## config.mk

```make
export PLATFORM = sky130hd
export DESIGN_NAME = utf16_to_utf8_transcoder_unit
export DESIGN_NICKNAME = d
export VERILOG_FILES = /design/src/hw/rtl/u16u8_pkg.sv /design/src/hw/rtl/u16u8_front.sv /design/src/hw/rtl/u16u8_queue.sv /design/src/hw/rtl/u16u8_back.sv /design/src/hw/rtl/utf16_to_utf8_transcoder_unit.sv
export SDC_FILE = /design/constraint.sdc
export NUM_CORES = 1
export LEC_CHECK = 0
export BUFFER_PORTS_ARGS = -buffer_cell sky130_fd_sc_hd__buf_2
export CORE_UTILIZATION = 45
export CTS_BUF_LIST = sky130_fd_sc_hd__clkbuf_8 sky130_fd_sc_hd__clkbuf_16
export DETAILED_ROUTE_END_ITERATION = 16
export PLACE_DENSITY = 0.68
export REMOVE_ABC_BUFFERS = 1
export SLEW_MARGIN = 15
export SYNTH_ARGS = -nofsm -noshare
export SYNTH_HDL_FRONTEND = slang
export SYNTH_SLANG_ARGS = --single-unit
```

## constraint.sdc

```tcl
create_clock -name i_clk -period 4.55 [get_ports i_clk]
set_input_delay 0.6825 -clock i_clk [delete_from_list [all_inputs] [get_ports i_clk]]
set_output_delay 0.6825 -clock i_clk [all_outputs]
set_load 0.02 [all_outputs]
```

## src/hw/rtl/u16u8_pkg.sv

```systemverilog
`default_nettype none

package u16u8_pkg;

    localparam int QUEUE_DEPTH = 2;

    // surrogate classification of a code unit
    localparam logic [15:0] SurrMask  = 16'hFC00;
    localparam logic [15:0] HighSurr  = 16'hD800;
    localparam logic [15:0] LowSurr   = 16'hDC00;
    localparam logic [20:0] SuppBase  = 21'h10000;
    localparam logic [20:0] Lim1Byte  = 21'h00080;
    localparam logic [20:0] Lim2Byte  = 21'h00800;
    localparam logic [20:0] Lim3Byte  = 21'h10000;

    // apb register map
    localparam logic RegBigEndian = 1'b0;

    typedef struct packed {
        logic [7:0] first_byte;
        logic [7:0] second_byte;
        logic       text_end;
    } t_in_item;

    typedef struct packed {
        logic [7:0] utf8_byte;
        logic       last_of_run;
        logic       error;
    } t_out_item;

    // one queued run: the bytes that one input item causes
    typedef struct packed {
        logic [3:0][7:0] bytes;
        logic [1:0]      last_idx;
        logic            err;
    } t_run;

endpackage

`default_nettype wire

```

## src/hw/rtl/u16u8_front.sv

```systemverilog
`default_nettype none

module u16u8_front
    import u16u8_pkg::*;
(
    input  wire logic     i_clk,
    input  wire logic     i_rst_n,
    input  wire logic     i_big_endian,
    input  wire logic     i_valid,
    output logic          o_ready,
    input  wire t_in_item i_item,
    output logic          o_push,
    output t_run          o_run,
    input  wire logic     i_full
);

    logic [9:0]  r_held;
    logic        r_pending;
    logic        r_halted;
    logic [9:0]  n_held;
    logic        n_pending;
    logic        n_halted;

    logic [15:0] unit;
    logic        is_high;
    logic        is_low;
    logic        accept;
    logic [20:0] pair_cp;
    t_run        enc_unit;
    t_run        enc_pair;
    t_run        err_run;

    function automatic t_run encode(input logic [20:0] cp);
        t_run r;
        r.err   = 1'b0;
        r.bytes = '0;
        if (cp < Lim1Byte) begin
            r.bytes[0] = cp[7:0];
            r.last_idx = 2'd0;
        end else if (cp < Lim2Byte) begin
            r.bytes[0] = {3'b110, cp[10:6]};
            r.bytes[1] = {2'b10, cp[5:0]};
            r.last_idx = 2'd1;
        end else if (cp < Lim3Byte) begin
            r.bytes[0] = {4'b1110, cp[15:12]};
            r.bytes[1] = {2'b10, cp[11:6]};
            r.bytes[2] = {2'b10, cp[5:0]};
            r.last_idx = 2'd2;
        end else begin
            r.bytes[0] = {5'b11110, cp[20:18]};
            r.bytes[1] = {2'b10, cp[17:12]};
            r.bytes[2] = {2'b10, cp[11:6]};
            r.bytes[3] = {2'b10, cp[5:0]};
            r.last_idx = 2'd3;
        end
        return r;
    endfunction

    assign o_ready = !i_full;
    assign accept  = i_valid && o_ready;

    assign unit    = i_big_endian ? {i_item.first_byte, i_item.second_byte}
                                  : {i_item.second_byte, i_item.first_byte};
    assign is_high = (unit & SurrMask) == HighSurr;
    assign is_low  = (unit & SurrMask) == LowSurr;
    assign pair_cp = {1'b0, r_held, unit[9:0]} + SuppBase;

    assign enc_unit = encode({5'b0, unit});
    assign enc_pair = encode(pair_cp);

    always_comb begin
        err_run          = '0;
        err_run.err      = 1'b1;
        err_run.last_idx = 2'd0;
    end

    always_comb begin
        n_held    = r_held;
        n_pending = r_pending;
        n_halted  = r_halted;
        o_push    = 1'b0;
        o_run     = enc_unit;
        if (accept) begin
            if (r_halted) begin
                o_push = 1'b0;
            end else if (r_pending) begin
                n_pending = 1'b0;
                o_push    = 1'b1;
                if (is_low) begin
                    o_run = enc_pair;
                end else begin
                    o_run    = err_run;
                    n_halted = 1'b1;
                end
            end else if (is_high) begin
                if (i_item.text_end) begin
                    // an unpaired high surrogate at the end is only an error big-endian
                    o_push = i_big_endian;
                    o_run  = err_run;
                end else begin
                    n_held    = unit[9:0];
                    n_pending = 1'b1;
                end
            end else begin
                o_push = 1'b1;
                o_run  = enc_unit;
            end
            if (i_item.text_end) begin
                n_pending = 1'b0;
                n_halted  = 1'b0;
            end
        end
    end

    always_ff @(posedge i_clk) begin
        if (!i_rst_n) begin
            r_held    <= '0;
            r_pending <= 1'b0;
            r_halted  <= 1'b0;
        end else begin
            r_held    <= n_held;
            r_pending <= n_pending;
            r_halted  <= n_halted;
        end
    end

endmodule

`default_nettype wire

```

## src/hw/rtl/u16u8_queue.sv

```systemverilog
`default_nettype none

module u16u8_queue
    import u16u8_pkg::*;
#(
    parameter int Depth = QUEUE_DEPTH
) (
    input  wire logic i_clk,
    input  wire logic i_rst_n,
    input  wire logic i_push,
    input  wire t_run i_run,
    output logic      o_full,
    output logic      o_head_valid,
    output t_run      o_head,
    input  wire logic i_pop
);

    localparam int PtrW = (Depth > 1) ? $clog2(Depth) : 1;
    localparam int CntW = $clog2(Depth + 1);
    localparam logic [PtrW-1:0] LastPtr = PtrW'(Depth - 1);
    localparam logic [CntW-1:0] FullCnt = CntW'(Depth);

    t_run            r_mem [Depth];
    logic [PtrW-1:0] r_wr_ptr;
    logic [PtrW-1:0] r_rd_ptr;
    logic [CntW-1:0] r_count;
    logic            do_push;
    logic            do_pop;

    assign o_full       = r_count == FullCnt;
    assign o_head_valid = r_count != '0;
    assign o_head       = r_mem[r_rd_ptr];
    assign do_push      = i_push && !o_full;
    assign do_pop       = i_pop && o_head_valid;

    always_ff @(posedge i_clk) begin
        if (do_push) begin
            r_mem[r_wr_ptr] <= i_run;
        end
    end

    always_ff @(posedge i_clk) begin
        if (!i_rst_n) begin
            r_wr_ptr <= '0;
            r_rd_ptr <= '0;
            r_count  <= '0;
        end else begin
            if (do_push) begin
                r_wr_ptr <= (r_wr_ptr == LastPtr) ? '0 : r_wr_ptr + 1'b1;
            end
            if (do_pop) begin
                r_rd_ptr <= (r_rd_ptr == LastPtr) ? '0 : r_rd_ptr + 1'b1;
            end
            if (do_push && !do_pop) begin
                r_count <= r_count + 1'b1;
            end else if (do_pop && !do_push) begin
                r_count <= r_count - 1'b1;
            end
        end
    end

endmodule

`default_nettype wire

```

## src/hw/rtl/u16u8_back.sv

```systemverilog
`default_nettype none

module u16u8_back
    import u16u8_pkg::*;
(
    input  wire logic i_clk,
    input  wire logic i_rst_n,
    input  wire logic i_head_valid,
    input  wire t_run i_head,
    output logic      o_pop,
    output logic      o_valid,
    output t_out_item o_item,
    input  wire logic i_ready
);

    logic       r_valid;
    t_out_item  r_item;
    logic [1:0] r_idx;
    logic [1:0] n_idx;
    logic       load;
    logic       is_last;

    assign load    = i_head_valid && (!r_valid || i_ready);
    assign is_last = r_idx == i_head.last_idx;
    assign o_pop   = load && is_last;
    assign n_idx   = is_last ? 2'd0 : r_idx + 2'd1;

    assign o_valid = r_valid;
    assign o_item  = r_item;

    // one byte of the head run per cycle into the output register, while that register is empty or i_ready takes it
    always_ff @(posedge i_clk) begin
        if (!i_rst_n) begin
            r_valid <= 1'b0;
            r_idx   <= 2'd0;
        end else begin
            if (load) begin
                r_valid            <= 1'b1;
                r_idx              <= n_idx;
                r_item.utf8_byte   <= i_head.bytes[r_idx];
                r_item.last_of_run <= is_last;
                r_item.error       <= i_head.err;
            end else if (i_ready) begin
                r_valid <= 1'b0;
            end
        end
    end

endmodule

`default_nettype wire

```

## src/hw/rtl/utf16_to_utf8_transcoder_unit.sv

```systemverilog
`default_nettype none

// channel   direction  handshake                  payload
// input     in         i_in_valid / o_in_ready    i_in_item  (t_in_item)
// output    out        o_out_valid / i_out_ready  o_out_item (t_out_item)
// config    in         psel / penable / pready    paddr, pwdata, prdata
//
// the back end sends one utf-8 byte per cycle, when the output takes it, from
// the head of the run queue, so a code point's byte count sets its cost
// the front end classifies a unit in the cycle it is accepted; a high surrogate
// held for its pair gives no byte, so such an item costs the back end nothing
// reset is synchronous; no clearing pass
// output stalls fill the run queue, then o_in_ready drops

module utf16_to_utf8_transcoder_unit
    import u16u8_pkg::*;
#(
    parameter int QueueDepth = QUEUE_DEPTH
) (
    input  wire logic        i_clk,
    input  wire logic        i_rst_n,
    input  wire logic        i_in_valid,
    output logic             o_in_ready,
    input  wire t_in_item    i_in_item,
    output logic             o_out_valid,
    input  wire logic        i_out_ready,
    output t_out_item        o_out_item,
    input  wire logic        psel,
    input  wire logic        penable,
    input  wire logic        pwrite,
    input  wire logic [2:0]  paddr,
    input  wire logic [31:0] pwdata,
    output logic [31:0]      prdata,
    output logic             pready
);

    logic r_big_endian;
    logic push;
    t_run push_run;
    logic q_full;
    logic head_valid;
    t_run head_run;
    logic pop;

    assign pready = 1'b1;
    assign prdata = (paddr[2] == RegBigEndian) ? {31'b0, r_big_endian} : 32'b0;

    always_ff @(posedge i_clk) begin
        if (!i_rst_n) begin
            r_big_endian <= 1'b0;
        end else if (psel && penable && pwrite && pready && paddr[2] == RegBigEndian) begin
            r_big_endian <= pwdata[0];
        end
    end

    u16u8_front u_front (
        .i_clk        (i_clk),
        .i_rst_n      (i_rst_n),
        .i_big_endian (r_big_endian),
        .i_valid      (i_in_valid),
        .o_ready      (o_in_ready),
        .i_item       (i_in_item),
        .o_push       (push),
        .o_run        (push_run),
        .i_full       (q_full)
    );

    u16u8_queue #(
        .Depth (QueueDepth)
    ) u_queue (
        .i_clk        (i_clk),
        .i_rst_n      (i_rst_n),
        .i_push       (push),
        .i_run        (push_run),
        .o_full       (q_full),
        .o_head_valid (head_valid),
        .o_head       (head_run),
        .i_pop        (pop)
    );

    u16u8_back u_back (
        .i_clk        (i_clk),
        .i_rst_n      (i_rst_n),
        .i_head_valid (head_valid),
        .i_head       (head_run),
        .o_pop        (pop),
        .o_valid      (o_out_valid),
        .o_item       (o_out_item),
        .i_ready      (i_out_ready)
    );

endmodule

`default_nettype wire

```

==> results of run 1 <==
==> state kept, by name, summed over array words and instances (netlist names), named ones only <==
signal and count:
u_queue.r_wr_ptr 1, u_front.r_pending 1, u_queue.r_rd_ptr 1, u_front.r_halted 1, u_back.r_idx 2, u_back.o_item 10
u_queue.r_count 2, u_back.o_valid 1, u_front.r_held 10, r_big_endian 1, u_queue.r_mem 62
==> worst min path at each step <==
| stage | from | end | slack, ns | depth (start not counted) |
|---|---|---|---|---|
| 2_1_floorplan | u_front.r_halted | u_front.r_halted | 0.48 | 1 |
| 3_3_place_gp | u_front.r_halted | u_front.r_halted | 0.49 | 1 |
| 3_5_place_dp | u_front.r_halted | u_front.r_halted | 0.50 | 1 |
| 4_1_cts | u_front.r_halted | u_front.r_halted | 0.52 | 1 |
| 5_1_grt | u_front.r_halted | u_front.r_halted | 0.57 | 1 |
| 6_report | u_front.r_halted | u_front.r_halted | 0.52 | 1 |
==> per-layer routing <==
metal | routed length (um) | GRT usage, % | vias up
li1 | - | - | 1505
met1 | 4606 | 25.79 | 1549
met2 | 4785 | 30.63 | 110
met3 | 511 | 2.721 | 12
met4 | 132 | 9.226 | 0
met5 | 0 | 0 | -
==> per-stage QoR <==
step	hold slack (ns)	instances	setup WS, ns	utilization [%]	instance area [sq um]
floorplan	0.4769	372	0.8703	-	4644
global placement	0.4903	551	1.496	48.65	5045
detailed placement	0.4984	551	1.450	48.65	5045
CTS	0.5224	567	1.407	50.63	5250
global route	0.5658	567	1.068	50.63	5250
finish	0.5223	567	1.377	50.63	5250
==> power breakdown <==
part,internal (W),leakage (nW),switching [W]
clock,0.000261,0.0944,0.000311
sequential,0.00105,0.826,0.0000744
combinational,0.000192,1.00,0.000238
total,0.00150,1.92,0.000623
==> cells by family (layout without fill, tap and decap cells) <==
group	count (synthesis)	in the layout	synth area share, %
simple gates	102	102	11.29
flops	93	93	53.21
fa+ha+maj	2	2	0.5155
xor+xnor	6	6	1.083
compound gates	86	86	13.64
buf+inv	56	65	7.089
other cells	2	32	0.1547
mux	45	45	13.02
==> area by class of cell <==
| type | count | area (sq um) | share of cell area (%) |
|---|---|---|---|
| Clock inverter | 7 | 81.33 | 1.549 |
| Timing Repair Buffer | 43 | 227.7 | 4.337 |
| Multi-Input combinational cell | 273 | 2042 | 38.89 |
| Tap cell | 136 | 170.2 | 3.241 |
| Inverter | 6 | 22.52 | 0.4290 |
| Clock buffer | 9 | 123.9 | 2.359 |
| Sequential cell | 93 | 2582 | 49.19 |
==> layout by cell type, fill, tap and decap left out, types with 8 or more instances in the layout <==
| cell type | count |
|---|---|
| mux2_2 | 15 |
| buf_2 | 38 |
| edfxtp_1 | 72 |
| mux4_2 | 13 |
| nor2_1 | 21 |
| o21ai_0 | 14 |
| clkbuf_8 | 9 |
| conb_1 | 32 |
| mux2i_1 | 17 |
| o221ai_1 | 9 |
| dfxtp_1 | 21 |
| and2_1 | 8 |
| o211a_1 | 12 |
| nand2_1 | 34 |
==> worst max-delay path, stage by stage (launching register included) <==
cell and delay (ns):
dfxtp_1 0.41, buf_4 0.34, mux2i_1 0.58, a211oi_1 0.10, o21bai_1 0.74, nand3b_1 0.41
o221ai_1 0.38
==> metrics.md, run 1 <==
| Metric | Value |
|---|---|
| Max Clk Rate | `0.3151 GHz` |
| Largest net degree at the start of global routing | `32` |
| Initial Util | `46.80%` |
| Post-Synthesis Cells | `392` |
| Worst VDD drop | `0.1999 mV` |
| Die ar. | `11200 sq um` |
| # fillers | `947` |
| Cell taking the most area after synthesis | `edfxtp_1` |
| Synthesized area per cell | `12.38 sq um` |
| Total track usage | `19.20%` |
| Post-synth ARST share | `0%` |
| Number of synthesized flops with an enable pin | `72` |
| Reg-to-Reg End | `u_queue.r_mem[0][14]` |
| Most common cell in the netlist | `edfxtp_1` |
| Final Max Tran Viols | `0` |
| Reg2reg start | `r_big_endian` |
| Detailed-route via count | `3176` |
| Clock Sinks | `93` |
| P&R area growth vs syn | `8.172%` |
| Rel. slew slack | `36.88%` |
| Worst EP arrival | `3.34 ns` |
| Core box area | `10370 sq um` |
| Unrepaired setup endpoints after global routing | `false` |
| Post-synthesis instance area | `4853 sq um` |
| H-Tree Depth | `3` |
| Number of global-route vias before repair | `3164` |
| Avg Vias per Cell | `5.601` |
| Num CTS Buffers | `9` |
| Commonest cells in the netlist | `edfxtp_1, nand2_1, buf_4` |
| Layout Skew | `0.01046 ns` |
| Sequential share of the synthesized area | `53.21%` |
| Yosys top cell area share | `44.55%` |
| Hold buffer count at cts | `0` |
| Final ANT Viol Nets | `0` |
| Final setup vio count | `0` |
| Main synth FF type | `edfxtp_1` |
| First-pass GRT wire length | `16320 um` |
| Yosys warns | `0` |
| Drt wl/cell | `17.70 um` |
| Nets | `487` |
| Worst Path Required | `4.71 ns` |
| Number of max-cap violations | `0` |
| # DRC | `0` |
| Worst-case clock buffer depth | `2` |
| # rows | `37` |
| Chip Height | `105.9 um` |
| Reg clk slew, reported paths | `0.10 ns` |
| CP endpoint kind | `flip-flop` |
| Crit path to | `u_queue.r_mem[0][14]` |
| Starting DRC count in detailed routing | `165` |
| Chip Width | `105.9 um` |
| CP Class | `reg -> reg` |
| Final wirelength | `10040 um` |
| Register bit total from synthesis | `93` |
| PwrDens | `404.3 nW/um^2` |
| Reg-to-reg slack, setup | `1.38 ns` |
| Hold WC Path Type | `reg -> reg` |
| # IOs | `104` |
| CP max FO | `24` |
| Share of post-route cells with drive strength above 1 | `22.51%` |
| Clock latency on the worst-skew pair | `0.37 ns` |
| Post-DP HPWL | `7090 um` |
| Root Driver | `clkbuf_8` |
| Worst Tran Pin Value | `0.9425 ns` |
| Hold Vio Cnt, Final | `0` |
| Tcrit/Tclk final | `69.75%` |
| Design Power | `0.002122 W` |
| Cells on worst reg2reg path | `6` |
| Min Tclk post-route | `3.173 ns` |
| Leak | `1.922 nW` |
| Post-cts resize count | `0` |
| Gpl congestion | `0.8838` |
| TritonCTS clock tree | `done` |
| Setup TNS | `0 ns` |
| Crit start category | `flip-flop` |
| Crit path from | `r_big_endian` |
| Total grt overflow | `0` |
| First-pass DRT Iterations | `4` |
| Buffers on Ports | `38` |
| Distinct cell type count after synthesis | `62` |
| Status | `finished, final reports clean` |
| Initial antenna violation count | `0` |
| Post-CTS Setup Inserts | `0` |
| # diodes | `0` |
| Area contributors post-synth | `edfxtp_1, dfxtp_1, mux4_2` |
(Power assumes the default switching activity.)
==> inputs of run 2 (changes only) <==
--- a/config.mk
+++ b/config.mk
@@ -5,11 +5,12 @@
 export SDC_FILE = /design/constraint.sdc
 export NUM_CORES = 1
 export LEC_CHECK = 0
+export ABC_AREA = 1
 export BUFFER_PORTS_ARGS = -buffer_cell sky130_fd_sc_hd__buf_2
 export CORE_UTILIZATION = 45
 export CTS_BUF_LIST = sky130_fd_sc_hd__clkbuf_8 sky130_fd_sc_hd__clkbuf_16
 export DETAILED_ROUTE_END_ITERATION = 16
-export PLACE_DENSITY = 0.68
+export PLACE_DENSITY = 0.67
 export REMOVE_ABC_BUFFERS = 1
 export SLEW_MARGIN = 15
 export SYNTH_ARGS = -nofsm -noshare
==> constraint.sdc (replaced) <==
create_clock -name i_clk -period 3.05 [get_ports i_clk]
set_input_delay 0.4575 -clock i_clk [delete_from_list [all_inputs] [get_ports i_clk]]
set_output_delay 0.4575 -clock i_clk [all_outputs]
set_load 0.02 [all_outputs]
==> metrics.md, run 2 <==
| Metric | Value |
|---|---|
| Hold WS | `0.3716 ns` |
| Critical Path Max Stage Delay | `0.66 ns` |
| Buffers on Ports | `38` |
| Hold WC Path Type | `in -> reg` |
| Total grt overflow | `0` |
| Nets | `722` |
| # DRC | `0` |
| Commonest cells in the netlist | `nand2_1, nor2_1, edfxtp_1` |
| Root Driver | `clkbuf_16` |
| Layout Skew | `0.008218 ns` |
| CP Class | `reg -> reg` |
| Largest net degree at the start of global routing | `32` |
| Unrepaired setup endpoints after global routing | `false` |
| CP delay by family, top | `simple AND/OR/NAND/NOR gates` |
| PwrDens | `650.2 nW/um^2` |
| Crit path from | `r_big_endian` |
| NetSw | `0.001239 W` |
| Chip Width | `110.0 um` |
| Post-CTS Setup Inserts | `0` |
| Reg clk slew, reported paths | `0.07 ns` |
| Share of post-route cells with drive strength above 1 | `17.27%` |
| # IOs | `104` |
| Post-DP Area | `5460 sq um` |
| Gpl congestion | `0.9595` |
| Max FFs per register | `62` |
| Final ANT Viol Nets | `0` |
| Area contributors post-synth | `edfxtp_1, nand2_1, dfxtp_1` |
| Crit start category | `flip-flop` |
| Avg Vias per Cell | `5.384` |
| First-pass GRT wire length | `19540 um` |
| Hold buffer count at cts | `0` |
| Design Power | `0.003741 W` |
| Worst Path Required | `3.28 ns` |
| Worst Tran Pin Value | `0.9557 ns` |
| Setup TNS | `0 ns` |
| Post-Synthesis Cells | `623` |
| Top reg by flops | `u_queue.r_mem` |
| Max Clk Rate | `0.3838 GHz` |
| Worst-case clock buffer depth | `2` |
| Detailed-route via count | `4356` |
| Final Max Tran Viols | `0` |
| H-Tree Depth | `3` |
| Core box area | `11370 sq um` |
| Synthesized area per cell | `8.419 sq um` |
| Switching share of power | `33.12%` |
| Fin util | `50.60%` |
| # diodes | `0` |
| Reg-to-Reg End | `u_queue.r_count[1]` |
| Tcrit/Tclk final | `85.44%` |
| Worst EP arrival | `2.84 ns` |
| Cells on worst reg2reg path | `12` |
| Reg2reg start | `r_big_endian` |
| Post-cts resize count | `0` |
| Register bit total from synthesis | `93` |
| Starting DRC count in detailed routing | `267` |
| Slowest-stage cell, CP | `dfxtp_1` |
| Leak | `2.360 nW` |
| Reg-to-reg slack, setup | `0.44 ns` |
| Number of synthesized flops with an enable pin | `72` |
| Clock Sinks | `93` |
| First-pass DRT Iterations | `5` |
| Clock power frac | `29.1%` |
| Most frequent cells in the layout | `nand2_1, nor2_1, edfxtp_1, inv_1, nand3_1` |
| Initial antenna violation count | `0` |
| Most common cell in the netlist | `nand2_1` |
| Num CTS Buffers | `9` |
| CP max FO | `17` |
| Hold depth | `2` |
| Yosys warns | `0` |
| Final wirelength | `12380 um` |
| # rows | `39` |
| Final design instance area without fill | `5753 sq um` |
| Sequential share of the synthesized area | `49.24%` |
| Post-synth ARST share | `0%` |
| Status | `finished, final reports clean` |
| Cell taking the most area after synthesis | `edfxtp_1` |
| Number of global-route vias before repair | `3896` |
| Final setup vio count | `0` |
| Die ar. | `12090 sq um` |
| Drt wl/cell | `15.30 um` |
| Comb pwr share | `26.1%` |
| Initial Util | `46.13%` |
| Worst-case hold path end point | `u_front.r_halted` |
| Critical path, cell by cell | `inv_2 -> nand2_1 -> nand2_4 -> nor3_4 -> nand3_1 -> nand2_1 -> inv_2 -> ha_1 -> a21oi_1 -> o21ai_0 -> o21ai_0 -> a21oi_1` |
| P&R area growth vs syn | `9.685%` |
| Min Tclk post-route | `2.606 ns` |
| Rel. slew slack | `35.61%` |
| Distinct cell type count after synthesis | `40` |
| Sequential power share | `44.8%` |
| Cell Int Power | `0.002502 W` |
| Yosys top cell area share | `41.22%` |
| TritonCTS clock tree | `done` |
| Main synth FF type | `edfxtp_1` |
| Clock latency on the worst-skew pair | `0.34 ns` |
| Worst Path Buf+Inv | `2` |
| Post-synthesis instance area | `5245 sq um` |
| Commonest non-fill, non-tap cell in the layout | `nand2_1` |
| CP endpoint kind | `flip-flop` |
| Chip Height | `110.0 um` |
| Post-DP HPWL | `8700 um` |
| Total track usage | `21.84%` |
| Hold Crit Start | `i_in_item[0]` |
| Worst VDD drop | `0.3430 mV` |
| Hold Vio Cnt, Final | `0` |
| Number of max-cap violations | `0` |
run 2: cell count changes after synthesis, moves of 12 or more:
cell     before  now
a21oi_1       7   22
inv_1         6   54
mux2_2       15    0
mux2i_1      17    0
mux4_2       13    0
nand2_1      34  116
nand3_1       2   46
nand4_1       0   12
nor2_1       21   80
o211a_1      12    0
o21ai_0      14   40
o21ai_1       0   20
run 2: layout make-up:
type,instances,area [sq um]
clock buffer,10,239.0
clock inverter,6,53.80
fill,1049,5617
inverter,62,237.7
multi-input combinational,445,2181
sequential,93,2582
tap,143,178.9
timing repair buffer,50,280.3
run 2: cell families (layout without fill, tap and decap cells):
kind of cell,count (synthesis),after routing,share of synthesized area (%)
AO/OA/AOI/OAI,110,110,11.59
XOR/XNOR,4,4,0.6679
adder cells (fa/ha/maj),2,2,0.4770
buffers and inverters,115,128,11.38
flip-flops,93,93,49.24
other,2,32,0.1432
AND/OR/NAND/NOR,297,297,26.50
run 2: per-stage QoR:
| stage | setup WS, ns | cells |
|---|---|---|
| global placement | 0.5153 | 793 |
| floorplan | -0.2838 | 600 |
| global route | 0.1444 | 809 |
| detailed placement | 0.4604 | 793 |
| CTS | 0.4533 | 809 |
| finish | 0.4442 | 809 |
run 2: power groups by stage:
stage	clock [W]	sequential, W	combinational [W]
2_1_floorplan	0	0.00179	0.000559
3_3_place_gp	0	0.00170	0.000951
3_5_place_dp	0	0.00171	0.000979
4_1_cts	0.00112	0.00168	0.000984
5_1_grt	0.00116	0.00170	0.00108
6_report	0.00109	0.00168	0.000975
run 2: how the worst max path moves through the flow:
stage / endpoint / cells past startpoint
after floorplan: u_queue.r_mem[0][0] / 8
after global placement: u_queue.r_count[1] / 12
after detailed placement: u_queue.r_count[1] / 12
after CTS: u_queue.r_count[1] / 12
after global routing: u_queue.r_count[1] / 12
final: u_queue.r_count[1] / 12
run 2: worst register-to-register path, stage by stage, from the launching register on:
cell	delay (ns)
dfxtp_1	0.66
inv_2	0.22
nand2_1	0.15
nand2_4	0.10
nor3_4	0.25
nand3_1	0.16
nand2_1	0.14
inv_2	0.05
ha_1	0.30
a21oi_1	0.12
o21ai_0	0.12
o21ai_0	0.16
a21oi_1	0.05
run 2: routing by layer:
| metal | wire [um] | global-route usage, % | vias up |
|---|---|---|---|
| met5 | 0 | 0 | - |
| met4 | 305 | 9.238 | 0 |
| met3 | 746 | 4.209 | 29 |
| met2 | 5929 | 36.43 | 167 |
| met1 | 5398 | 27.58 | 2037 |
| li1 | - | - | 2123 |
